**src/design/cad_pkg.sv**
```systemverilog
// Package for the calculator address decoder: access, source, model and register codes,
// address constants and the configuration and result structures.
// Used by cad_decode and calculator_address_decoder_core.
`default_nettype none

package cad_pkg;

    // Access kinds carried on the input side band
    localparam logic [1:0] OP_FETCH    = 2'd0;
    localparam logic [1:0] OP_READ     = 2'd1;
    localparam logic [1:0] OP_WRITE    = 2'd2;
    localparam logic [1:0] OP_RESERVED = 2'd3;

    // Where the access is served from
    localparam logic [1:0] SRC_CONST = 2'd0;
    localparam logic [1:0] SRC_ROM   = 2'd1;
    localparam logic [1:0] SRC_FLASH = 2'd2;
    localparam logic [1:0] SRC_BUS   = 2'd3;

    // Hardware models: es_plus, ti, classwiz, classwiz_ii and the flash-based model
    localparam logic [2:0] MDL_ESP   = 3'd0;
    localparam logic [2:0] MDL_TI    = 3'd1;
    localparam logic [2:0] MDL_CWZ   = 3'd2;
    localparam logic [2:0] MDL_CWZ2  = 3'd3;
    localparam logic [2:0] MDL_FLASH = 3'd4;

    // Configuration register indexes
    localparam logic [2:0] REG_HW_MODEL       = 3'd0;
    localparam logic [2:0] REG_BOOT_REMAP     = 3'd1;
    localparam logic [2:0] REG_SEGMENT_ACCESS = 3'd2;
    localparam logic [2:0] REG_ROM_BYTES      = 3'd3;
    localparam logic [2:0] REG_REAL_HW_MODE   = 3'd4;

    localparam int unsigned CFG_INDEX_W = 3;
    localparam int unsigned CFG_DATA_W  = 21;

    // Reset value of the ROM size register (256 KiB)
    localparam logic [20:0] ROM_BYTES_RESET = 21'h040000;

    // Address constants
    localparam logic [15:0] BOOT_REMAP_OFS  = 16'hFE00;
    localparam logic [15:0] BOOT_REMAP_SPAN = 16'h0200;
    localparam logic [19:0] SEG7_ROM_BASE   = 20'h5E000;
    localparam logic [15:0] SEG7_LIMIT      = 16'h2000;
    localparam logic [15:0] SEG5_LIMIT      = 16'hE000;
    localparam logic [19:0] ROM_MIRROR_MASK = 20'h7FFFF;
    localparam logic [7:0]  DSR_SEG_A       = 8'hF0;
    localparam logic [7:0]  DSR_SEG_B       = 8'h98;
    localparam logic [23:0] DATA_FOLD_MASK  = 24'h0FFFFF;
    localparam logic [23:0] FLASH_MARKER    = 24'h100000;
    localparam logic [15:0] CONST_OPEN      = 16'hFFFF;
    localparam logic [15:0] CONST_BYTE_OPEN = 16'h00FF;

    typedef struct packed {
        logic [2:0]  hw_model;
        logic        boot_remap;
        logic        segment_access;
        logic [20:0] rom_bytes;
        logic        real_hw_mode;
    } t_cfg;

    typedef struct packed {
        logic        corrupt_dsr;
        logic [15:0] const_value;
        logic [23:0] mem_address;
        logic [1:0]  source;
    } t_result;

endpackage

`default_nettype wire

```
**src/design/cad_decode.sv**
```systemverilog
// Combinational decode of one access into its source, address, constant and DSR flag.
// Depends on cad_pkg for codes, constants and the configuration and result structures.
`default_nettype none

module cad_decode
    import cad_pkg::*;
(
    input  wire t_cfg       i_cfg,
    input  wire logic [1:0] i_opcode,
    input  wire logic [23:0] i_address,
    output t_result         o_result
);

    logic [19:0] w_off;
    logic [3:0]  w_seg;
    logic [2:0]  w_seg7;
    logic [15:0] w_soff;
    logic [3:0]  w_seg_ti;
    logic [7:0]  w_dseg;

    // Result served from a memory or the bus
    function automatic t_result f_route(input logic [1:0] src, input logic [23:0] addr);
        t_result r;
        r             = '0;
        r.source      = src;
        r.mem_address = addr;
        return r;
    endfunction

    // Result given as a constant
    function automatic t_result f_const(input logic [15:0] value, input logic dsr);
        t_result r;
        r             = '0;
        r.source      = SRC_CONST;
        r.const_value = value;
        r.corrupt_dsr = dsr;
        return r;
    endfunction

    // Low ROM segments with optional boot remap; without remap the top of
    // segment 0 reads as open bus.
    function automatic t_result f_rom_low(input logic [19:0] off, input logic [3:0] seg,
                                          input logic [15:0] soff, input logic remap);
        logic [23:0] adj;
        t_result     r;
        adj = '0;
        if (remap) begin
            if (seg == 4'd0 && soff < BOOT_REMAP_SPAN) begin
                adj = {8'd0, BOOT_REMAP_OFS};
            end
            r = f_route(SRC_ROM, {4'd0, off} + adj);
        end else if (seg == 4'd0 && soff >= BOOT_REMAP_OFS) begin
            r = f_const(CONST_OPEN, 1'b0);
        end else begin
            r = f_route(SRC_ROM, {4'd0, off});
        end
        return r;
    endfunction

    // Field extraction for code and data addresses
    assign w_off    = i_address[19:0];
    assign w_seg    = w_off[19:16];
    assign w_seg7   = w_seg[2:0];
    assign w_soff   = {w_off[15:1], 1'b0};
    assign w_seg_ti = (i_cfg.segment_access && w_seg == 4'd5) ? 4'd0 : w_seg;
    assign w_dseg   = i_address[23:16];

    // Decode by access kind and hardware model
    always_comb begin
        o_result = f_const(16'd0, 1'b0);
        case (i_opcode)
            OP_FETCH: begin
                case (i_cfg.hw_model)
                    MDL_ESP: begin
                        if ({1'b0, w_off} < i_cfg.rom_bytes) begin
                            o_result = f_route(SRC_ROM, {4'd0, w_off});
                        end
                    end
                    MDL_TI, MDL_CWZ: begin
                        if (w_seg_ti < 4'd4) begin
                            o_result = f_rom_low(w_off, w_seg_ti, w_soff, i_cfg.boot_remap);
                        end
                    end
                    MDL_CWZ2: begin
                        if (w_seg == 4'd8) begin
                            o_result = f_route(SRC_ROM, {4'd0, w_off & ROM_MIRROR_MASK});
                        end else if (w_seg7 == 3'd7) begin
                            if (w_soff >= SEG7_LIMIT) begin
                                o_result = f_const(CONST_OPEN, 1'b0);
                            end else begin
                                o_result = f_route(SRC_ROM,
                                                   {4'd0, SEG7_ROM_BASE + {4'd0, w_soff}});
                            end
                        end else if (w_seg7 == 3'd5 && w_soff >= SEG5_LIMIT) begin
                            o_result = f_const(CONST_OPEN, 1'b0);
                        end else begin
                            o_result = f_rom_low(w_off, {1'b0, w_seg7}, w_soff,
                                                 i_cfg.boot_remap);
                        end
                    end
                    MDL_FLASH: begin
                        if (w_seg < 4'd2) begin
                            o_result = f_route(SRC_ROM, {4'd0, w_off});
                        end else if (w_seg >= 4'd8) begin
                            o_result = f_route(SRC_FLASH, {4'd0, w_off & ROM_MIRROR_MASK});
                        end else begin
                            o_result = f_const(CONST_OPEN, 1'b0);
                        end
                    end
                    default: begin
                        o_result = f_const(16'd0, 1'b0);
                    end
                endcase
            end
            OP_READ: begin
                // Unmapped segment folding of real classwiz_ii hardware
                if (i_cfg.hw_model == MDL_CWZ2 && i_cfg.real_hw_mode
                    && w_dseg >= 8'h10) begin
                    if (w_dseg == DSR_SEG_A || w_dseg == DSR_SEG_B) begin
                        o_result = f_const(16'd0, 1'b1);
                    end else if (w_dseg[2:0] > 3'd5) begin
                        if (i_address[1] || i_address[7:0] == 8'd0) begin
                            o_result = f_const(16'd0, 1'b0);
                        end else begin
                            o_result = f_const(CONST_BYTE_OPEN, 1'b0);
                        end
                    end else begin
                        o_result = f_route(SRC_BUS, i_address & DATA_FOLD_MASK);
                    end
                end else if (i_cfg.hw_model == MDL_FLASH && i_address == FLASH_MARKER) begin
                    o_result = f_const(CONST_BYTE_OPEN, 1'b0);
                end else begin
                    o_result = f_route(SRC_BUS, i_address);
                end
            end
            OP_WRITE: begin
                o_result = f_route(SRC_BUS, i_address);
            end
            default: begin
                o_result = f_const(16'd0, 1'b0);
            end
        endcase
    end

endmodule

`default_nettype wire

```
**src/design/calculator_address_decoder_core.sv**
```systemverilog
// An accepted beat is held in the input register, decoded combinationally and loaded into
// the result register once that frees, and can be taken on the output from there.
// Throughput: one access per cycle; an input register and a result register with
// a combinational decode between them, stalls propagating back through tready.
// Reset (synchronous, active low) empties both stages and restores the configuration
// registers; the configuration port is always ready. Depends on cad_pkg and cad_decode.
`default_nettype none

module calculator_address_decoder_core
    import cad_pkg::*;
(
    input  wire logic                   i_clk,
    input  wire logic                   i_rst_n,
    // Configuration write channel
    input  wire logic                   i_cfg_valid,
    output logic                        o_cfg_ready,
    input  wire logic [CFG_INDEX_W-1:0] i_cfg_index,
    input  wire logic [CFG_DATA_W-1:0]  i_cfg_data,
    // Access stream in
    input  wire logic                   s_axis_tvalid,
    output logic                        s_axis_tready,
    input  wire logic [23:0]            s_axis_tdata,  // [23:0] address
    input  wire logic [1:0]             s_axis_tuser,  // [1:0] opcode
    // Decoded result stream out
    output logic                        m_axis_tvalid,
    input  wire logic                   m_axis_tready,
    output logic [47:0]                 m_axis_tdata,  // [23:0] mem_address,
                                                       // [39:24] const_value,
                                                       // [40] corrupt_dsr, [47:41] zero
    output logic [1:0]                  m_axis_tuser   // [1:0] source
);

    t_cfg        r_cfg;
    logic        r_in_valid;
    logic [1:0]  r_opcode;
    logic [23:0] r_address;
    logic        r_out_valid;
    t_result     r_result;
    t_result     w_result;
    logic        w_out_free;
    logic        n_in_valid;
    logic        n_out_valid;

    // Configuration registers
    assign o_cfg_ready = 1'b1;

    always_ff @(posedge i_clk) begin
        if (!i_rst_n) begin
            r_cfg.hw_model       <= MDL_ESP;
            r_cfg.boot_remap     <= 1'b0;
            r_cfg.segment_access <= 1'b0;
            r_cfg.rom_bytes      <= ROM_BYTES_RESET;
            r_cfg.real_hw_mode   <= 1'b0;
        end else if (i_cfg_valid) begin
            case (i_cfg_index)
                REG_HW_MODEL:       r_cfg.hw_model       <= i_cfg_data[2:0];
                REG_BOOT_REMAP:     r_cfg.boot_remap     <= i_cfg_data[0];
                REG_SEGMENT_ACCESS: r_cfg.segment_access <= i_cfg_data[0];
                REG_ROM_BYTES:      r_cfg.rom_bytes      <= i_cfg_data[20:0];
                REG_REAL_HW_MODE:   r_cfg.real_hw_mode   <= i_cfg_data[0];
                default: begin
                end
            endcase
        end
    end

    // Pipeline flow control: the result register frees when empty or taken
    assign w_out_free    = !r_out_valid || m_axis_tready;
    assign s_axis_tready = !r_in_valid || w_out_free;

    always_comb begin
        n_in_valid  = s_axis_tready ? s_axis_tvalid : r_in_valid;
        n_out_valid = w_out_free ? r_in_valid : r_out_valid;
    end

    always_ff @(posedge i_clk) begin
        if (!i_rst_n) begin
            r_in_valid  <= 1'b0;
            r_out_valid <= 1'b0;
        end else begin
            r_in_valid  <= n_in_valid;
            r_out_valid <= n_out_valid;
        end
    end

    // Input register
    always_ff @(posedge i_clk) begin
        if (s_axis_tready && s_axis_tvalid) begin
            r_opcode  <= s_axis_tuser;
            r_address <= s_axis_tdata;
        end
    end

    // Decode between the two registers
    cad_decode u_decode (
        .i_cfg     (r_cfg),
        .i_opcode  (r_opcode),
        .i_address (r_address),
        .o_result  (w_result)
    );

    // Result register
    always_ff @(posedge i_clk) begin
        if (w_out_free && r_in_valid) begin
            r_result <= w_result;
        end
    end

    assign m_axis_tvalid = r_out_valid;
    assign m_axis_tuser  = r_result.source;
    assign m_axis_tdata  = {7'd0, r_result.corrupt_dsr, r_result.const_value,
                            r_result.mem_address};

    // A constant result presents no address
    a_const_no_addr: assert property (@(posedge i_clk) disable iff (!i_rst_n)
        (r_out_valid && r_result.source == SRC_CONST) |-> (r_result.mem_address == 24'd0))
        else $error("constant result carries an address");

    // A routed result carries no constant
    a_route_no_const: assert property (@(posedge i_clk) disable iff (!i_rst_n)
        (r_out_valid && r_result.source != SRC_CONST) |-> (r_result.const_value == 16'd0))
        else $error("routed result carries a constant value");

    // The DSR flag only comes with a zero constant
    a_dsr_const: assert property (@(posedge i_clk) disable iff (!i_rst_n)
        (r_out_valid && r_result.corrupt_dsr)
        |-> (r_result.source == SRC_CONST && r_result.const_value == 16'd0))
        else $error("DSR corruption outside the zero constant case");

    // A held input stage keeps its access while the result stage is blocked
    a_in_hold: assert property (@(posedge i_clk) disable iff (!i_rst_n)
        (r_in_valid && !w_out_free) |=> (r_in_valid && $stable(r_address)
                                         && $stable(r_opcode)))
        else $error("input stage lost its access during a stall");

    // Input is refused only when both stages are full
    a_ready_full: assert property (@(posedge i_clk) disable iff (!i_rst_n)
        !s_axis_tready |-> (r_in_valid && r_out_valid))
        else $error("input refused with a free stage");

endmodule

`default_nettype wire
```
**config.mk**
```make
export PLATFORM = sky130hd
export DESIGN_NAME = calculator_address_decoder_core
export DESIGN_NICKNAME = d
export VERILOG_FILES = /design/src/design/cad_pkg.sv /design/src/design/cad_decode.sv /design/src/design/calculator_address_decoder_core.sv
export SDC_FILE = /design/constraint.sdc
export NUM_CORES = 1
export LEC_CHECK = 0
export ABC_AREA = 1
export BUFFER_PORTS_ARGS = -buffer_cell sky130_fd_sc_hd__buf_2
export CAP_MARGIN = 10
export CORE_AREA = 4 4 121 152
export DETAILED_ROUTE_END_ITERATION = 8
export DIE_AREA = 0 0 125 156
export GPL_ROUTABILITY_DRIVEN = 0
export PLACE_DENSITY_LB_ADDON = 0.1
export SYNTH_ARGS = -nofsm -noshare
export SYNTH_HDL_FRONTEND = slang
export SYNTH_HIERARCHICAL = 1
export SYNTH_SLANG_ARGS = --single-unit
```
**constraint.sdc**
```tcl
create_clock -name i_clk -period 5.1 [get_ports i_clk]
set_input_delay 0.51 -clock i_clk [delete_from_list [all_inputs] [get_ports i_clk]]
set_output_delay 0.51 -clock i_clk [all_outputs]
set_load 0.02 [all_outputs]
```
; ---- After elaboration in Yosys (flattened, before gate mapping)
; Cells that the tools add are included.
; Widths: inputs -> output; s select.
[totals]
register_bits = 98
in_bits = 55
output_inout_bits = 53
word_cells = 104
[classes]
addsub = 3
n_lt_le_gt_ge = 10
eq_ne = 17
muxes = 32
n_reduce_logical = 29
[op_table]
columns = op, n
row1 = $mux 43, 9
row2 = $mux 24, 10
row3 = $pmux 43 s4, 1
row4 = $mux 42, 4
row5 = $pmux 43 s3, 1
row6 = $mux 34, 3
row7 = $add 20x24->24, 2
row8 = $ge 16x16->1 const B, 2
row9 = $mux 16, 2
row10 = $eq 24x21->1 const B, 1
row11 = $mux 22, 1
row12 = $lt 20x21->1, 1
row13 = $add 19x16->20 const A, 1
row14 = $eq 8x8->1 const B, 2
row15 = $ge 16x14->1 const B, 1
row16 = $lt 16x10->1 const B, 1
row17 = $eq 3x2->1 const B, 4
row18 = $eq 3x3->1 const B, 4
row19 = $logic_and 1x1->1, 11
row20 = $reduce_and 2->1, 5
row21 = $logic_not 3->1, 3
row22 = $ge 8x5->1 const B, 1
row23 = $logic_not 8->1, 1
row24 = $eq 3x1->1 const B, 2
row25 = other kinds (14), 18

; ---- Logic depth before layout (Yosys ltp)
[depth]
ltp_word = 16
ltp_mapped = 16
ltp_nobuf = 15

; ---- Hierarchy
; Netlist, hierarchy kept.
[by_module_without_submodules]
columns = module, instances, cells_per_inst, area_each_um2, seq_area_each_um2
row1 = calculator_address_decoder_core, 1, 270, 3430.8, 2652.5
row2 = cad_decode, 1, 441, 2388.5, 0.0

; ---- Worst setup path before layout
; Ideal clock, no wire load.
[synth_path]
path_kind = input -> register
startpoint = input port m_axis_tready
endpoint = register r_result (netlist bit m_axis_tdata[0]), enable pin
setup_time_ns = 0.458
arrival_time_ns = 2.662
t_required_ns = 4.642
path_slack_ns = 1.980
stages = 2
path_buffers = 0
path_cell_list = inv_1 -> a21oi_1
[synth_via]
elab_chain_cells = 2
[synth_lines]
columns = item, line
row1 = from (decl), calculator_address_decoder_core.sv:26  ; input wire logic m_axis_tready,
row2 = $logic_or 1x1->1, calculator_address_decoder_core.sv:68  ; assign w_out_free = !r_out_valid || m_axis_tready;
row3 = $logic_and 1x1->1, calculator_address_decoder_core.sv:104  ; if (w_out_free && r_in_valid) begin
row4 = to (signal assigned), calculator_address_decoder_core.sv:105  ; r_result <= w_result;
row5 = to (decl), calculator_address_decoder_core.sv:38  ; t_result r_result;
; No other way between the ends.
; A chain may end at the register's enable or synchronous reset.

==> reports/qor.csv <==
stage;metric;value;unit
grt;grt_pass1_wl;23.8;mm
route;wl_met1;5.90;mm
sta;slew_headroom;32.5;%
synthesis;ys_seq_area_share;45.6;%
finish;fillerInstances;1798;
finish;insertedDiodeCount;0;
grt;track_usage;15.3;%
route;dr.pass1.iters;6;
worst_setup_path;cp.arrival;2690;ps
worst_setup_path;slowest_delay;570;ps
sta;min_period_over_period;50.9;%
worst_setup_path;rr_worst_depth;12;
grt;grt-ovfl-total;0;
clock_network;cts_buffer_depth;2;
sta;tightest_slew;1010;ps
grt;antenna_found_initial;0;
synthesis;synth_edf_count;69;
synthesis;async_flop_share;0;%
clock_network;cts_sinks;98;
pwr;power.density;279;mW/mm^2
grt;grt_max_degree;44;
sta;finalMaxSlewViolations;0;
pwr;leakage;0.00301;uW
worst_setup_path;cp_max_fo;7;
placement;numPortBuffers;99;
run;drv_cap;0;
clock_network;holdBufCountCts;0;
sta;hold_viol;0;
floorplan;std_cell_rows;53;
synthesis;syn-cell-area;0.00582;sq mm
grt;grt_pass1_vias;4680;
worst_setup_path;end_kind;flip-flop;
route;dr_wl_met3;680;um
pwr;p_total;1860;uW
synthesis;ys.flop_type;edfxtp_1;
route;finalWirelength;14.8;mm
worst_setup_path;critPathSlowestCell;edfxtp_1;
sta;max_freq;0.385;GHz
worst_setup_path;startpoint_type;flip-flop;
sta;fin_crit;2600;ps
synthesis;synth_top_area_share;35.6;%
clock_network;cts_root_buf;clkbuf_16;
worst_setup_path;path_delay_family;simple AND/OR/NAND/NOR gates;
route;routedWlPerCell;14.5;um
sta;clock_skew;8.96;ps
synthesis;yosysTopAreaCell;edfxtp_1;
route;drc;0;
clock_network;numCtsBuffers;9;
finish;layout.nets;873;
synthesis;synthCells;711;
synthesis;synth_area_leaders;edfxtp_1 (36%), nand2_1 (10%), dfxtp_1 (10%);
clock_network;cts_tree;done;
worst_setup_path;cp_num_buf_inv;1;
sta;tns;0;ps
floorplan;die_h;156;um
clock_network;worstSkewPairLatency;350;ps
finish;syn2layout_area_growth;14.3;%
worst_setup_path;cp.depth;12;
floorplan;start_util;34.5;%
clock_network;h-tree-depth;3;
placement;hpwl;11.7;mm
finish;drive_gt1_share;23.8;%
synthesis;ys_seq_elements;98;
synthesis;yosysWarnings;6;
pwr;vdd.ir_drop.worst;0.000150;V
route;dr_total_vias;4731;
floorplan;pin_count;108;
sta;rsz0062_at_grt;false;
hold_path;min_path_type;in -> reg;
clock_network;clk_transition_reported_paths;70;ps
floorplan;fp.dieW;125;um
floorplan;dieArea;0.0195;sq mm
synthesis;avgSynthCellArea;8.18;sq um
hold_path;hold-path-cell-count;1;
worst_setup_path;worstPathRequired;5190;ps
clock_network;cts-resized-gates;0;
route;met2_length;7.90;mm
synthesis;synth_cell_types;39;
floorplan;core-area;0.0168;sq mm
clock_network;cts_setup_buffers;0;
route;drt-initial-drc-count;258;
worst_setup_path;critPathKind;reg -> reg;
sta;setup_viol;0;
route;ant_nets;0;
route;viasPerCell;4.65;
worst_setup_path;path_cells;ha_1 > nand2_1 > nor3_1 > nand2_1 > nor2_1 > nand2_1 > nand4_1 > nand2_2 > inv_2 > nand2_1 > o21ai_0 > a21oi_1;
worst_setup_path;crit_path_frequent_cell;nand2_1;
route;top_layer;met4;
status;status;completed;
==> synth_stat cells (all sizes together), types with 7 or more instances <==
master / count
a21oi: 34
buf: 36
dfxtp: 29
edfxtp: 69
ha: 25
inv: 103
nand2: 171
nand3: 56
nand4: 13
nor2: 109
nor3: 7
o21ai: 35
==> flip-flops by register name (all words and copies together) (netlist names) <==
signal / flops
m_axis_tdata: 41
r_cfg: 27
r_address: 24
m_axis_tuser: 2
r_opcode: 2
m_axis_tvalid: 1
r_in_valid: 1
==> worst reg2reg max path: stages, from the launching register on <==
cell and delay (ps):
edfxtp_1 570, ha_1 380, nand2_1 50, nor3_1 220, nand2_1 120, nor2_1 100, nand2_1 50, nand4_1 240
nand2_2 130, inv_2 80, nand2_1 60, o21ai_0 240, a21oi_1 100
==> area by class of cell <==
cell class	count	area (sq um)	area share, %
clock buffer	10	250	3.76
clock inverter	6	47.5	0.715
inverter	106	400	6.02
multi-input combinational	478	2520	37.9
sequential	98	2650	39.9
tap	220	275	4.14
timing repair buffer	100	503	7.56
==> cells in the final DEF (no fill, tap or decap), types with 3 or more instances in the layout <==
cell type  synthesis  layout
buf_2              5      99
ha_1              25      25
nand3_2            5       5
a21oi_1           25      24
o21ai_0           20      20
conb_1             3      10
nand3b_1           3       3
o21ai_1           10      10
inv_2             19      19
nor3_1             5       5
inv_1             83      83
nand4_1           13      13
nor2_1            94      94
nand2_4            3       3
clkbuf_16          0      10
o21ai_2            3       3
dfxtp_1           29      29
nand2_1          156     156
nand3_1           51      51
nor2_4             7       7
a21oi_2            9       9
nand2_2           12      12
clkinv_1           3       3
edfxtp_1          69      69
nor2_2             8       8
==> power by group <==
part | total [uW] | switching [uW] | internal (uW)
sequential | 924 | 30.5 | 894
clock | 673 | 308 | 365
combinational | 260 | 174 | 85.8
total | 1860 | 512 | 1340
==> stage by stage <==
| step | utilization, % | cells | hold slack, ps | setup WS, ps | instance area (sq um) |
|---|---|---|---|---|---|
| global placement | 37.7 | 1002 | 468 | 2490 | 6350 |
| global route | 39.5 | 1018 | 318 | 2260 | 6650 |
| detailed placement | 37.7 | 1002 | 473 | 2490 | 6350 |
| floorplan | - | 718 | 447 | 1980 | 5850 |
| finish | 39.5 | 1018 | 332 | 2500 | 6650 |
| CTS | 39.5 | 1018 | 320 | 2490 | 6650 |
==> worst paths after layout <==
kind / from / to / slack [ps]
setup / recovery: r_address[18] / m_axis_tdata[16] / 2500
hold / removal: s_axis_tdata[8] / r_address[8] / 330
setup reg to reg: r_address[18] / m_axis_tdata[16] / 2500
hold reg to reg: r_cfg[6] / r_cfg[6] / 490
==> cells by family (layout without fill, tap and decap cells) <==
group           after synthesis  after routing  synth area share (%)
flops                        98             98                  45.6
buf+inv                     142            222                  11.7
fa+ha+maj                    25             25                  5.38
simple gates                367            367                  29.1
other cells                   3             10                 0.193
compound gates               76             76                  8.04
==> routing by layer <==
metal  track usage (%)  vias up
li1                  -     2437
met1              17.1     2135
met2              29.0      138
met3              2.74       21
met4              5.48        0
met5                 0        -
Power figures use the tool's default switching activity.
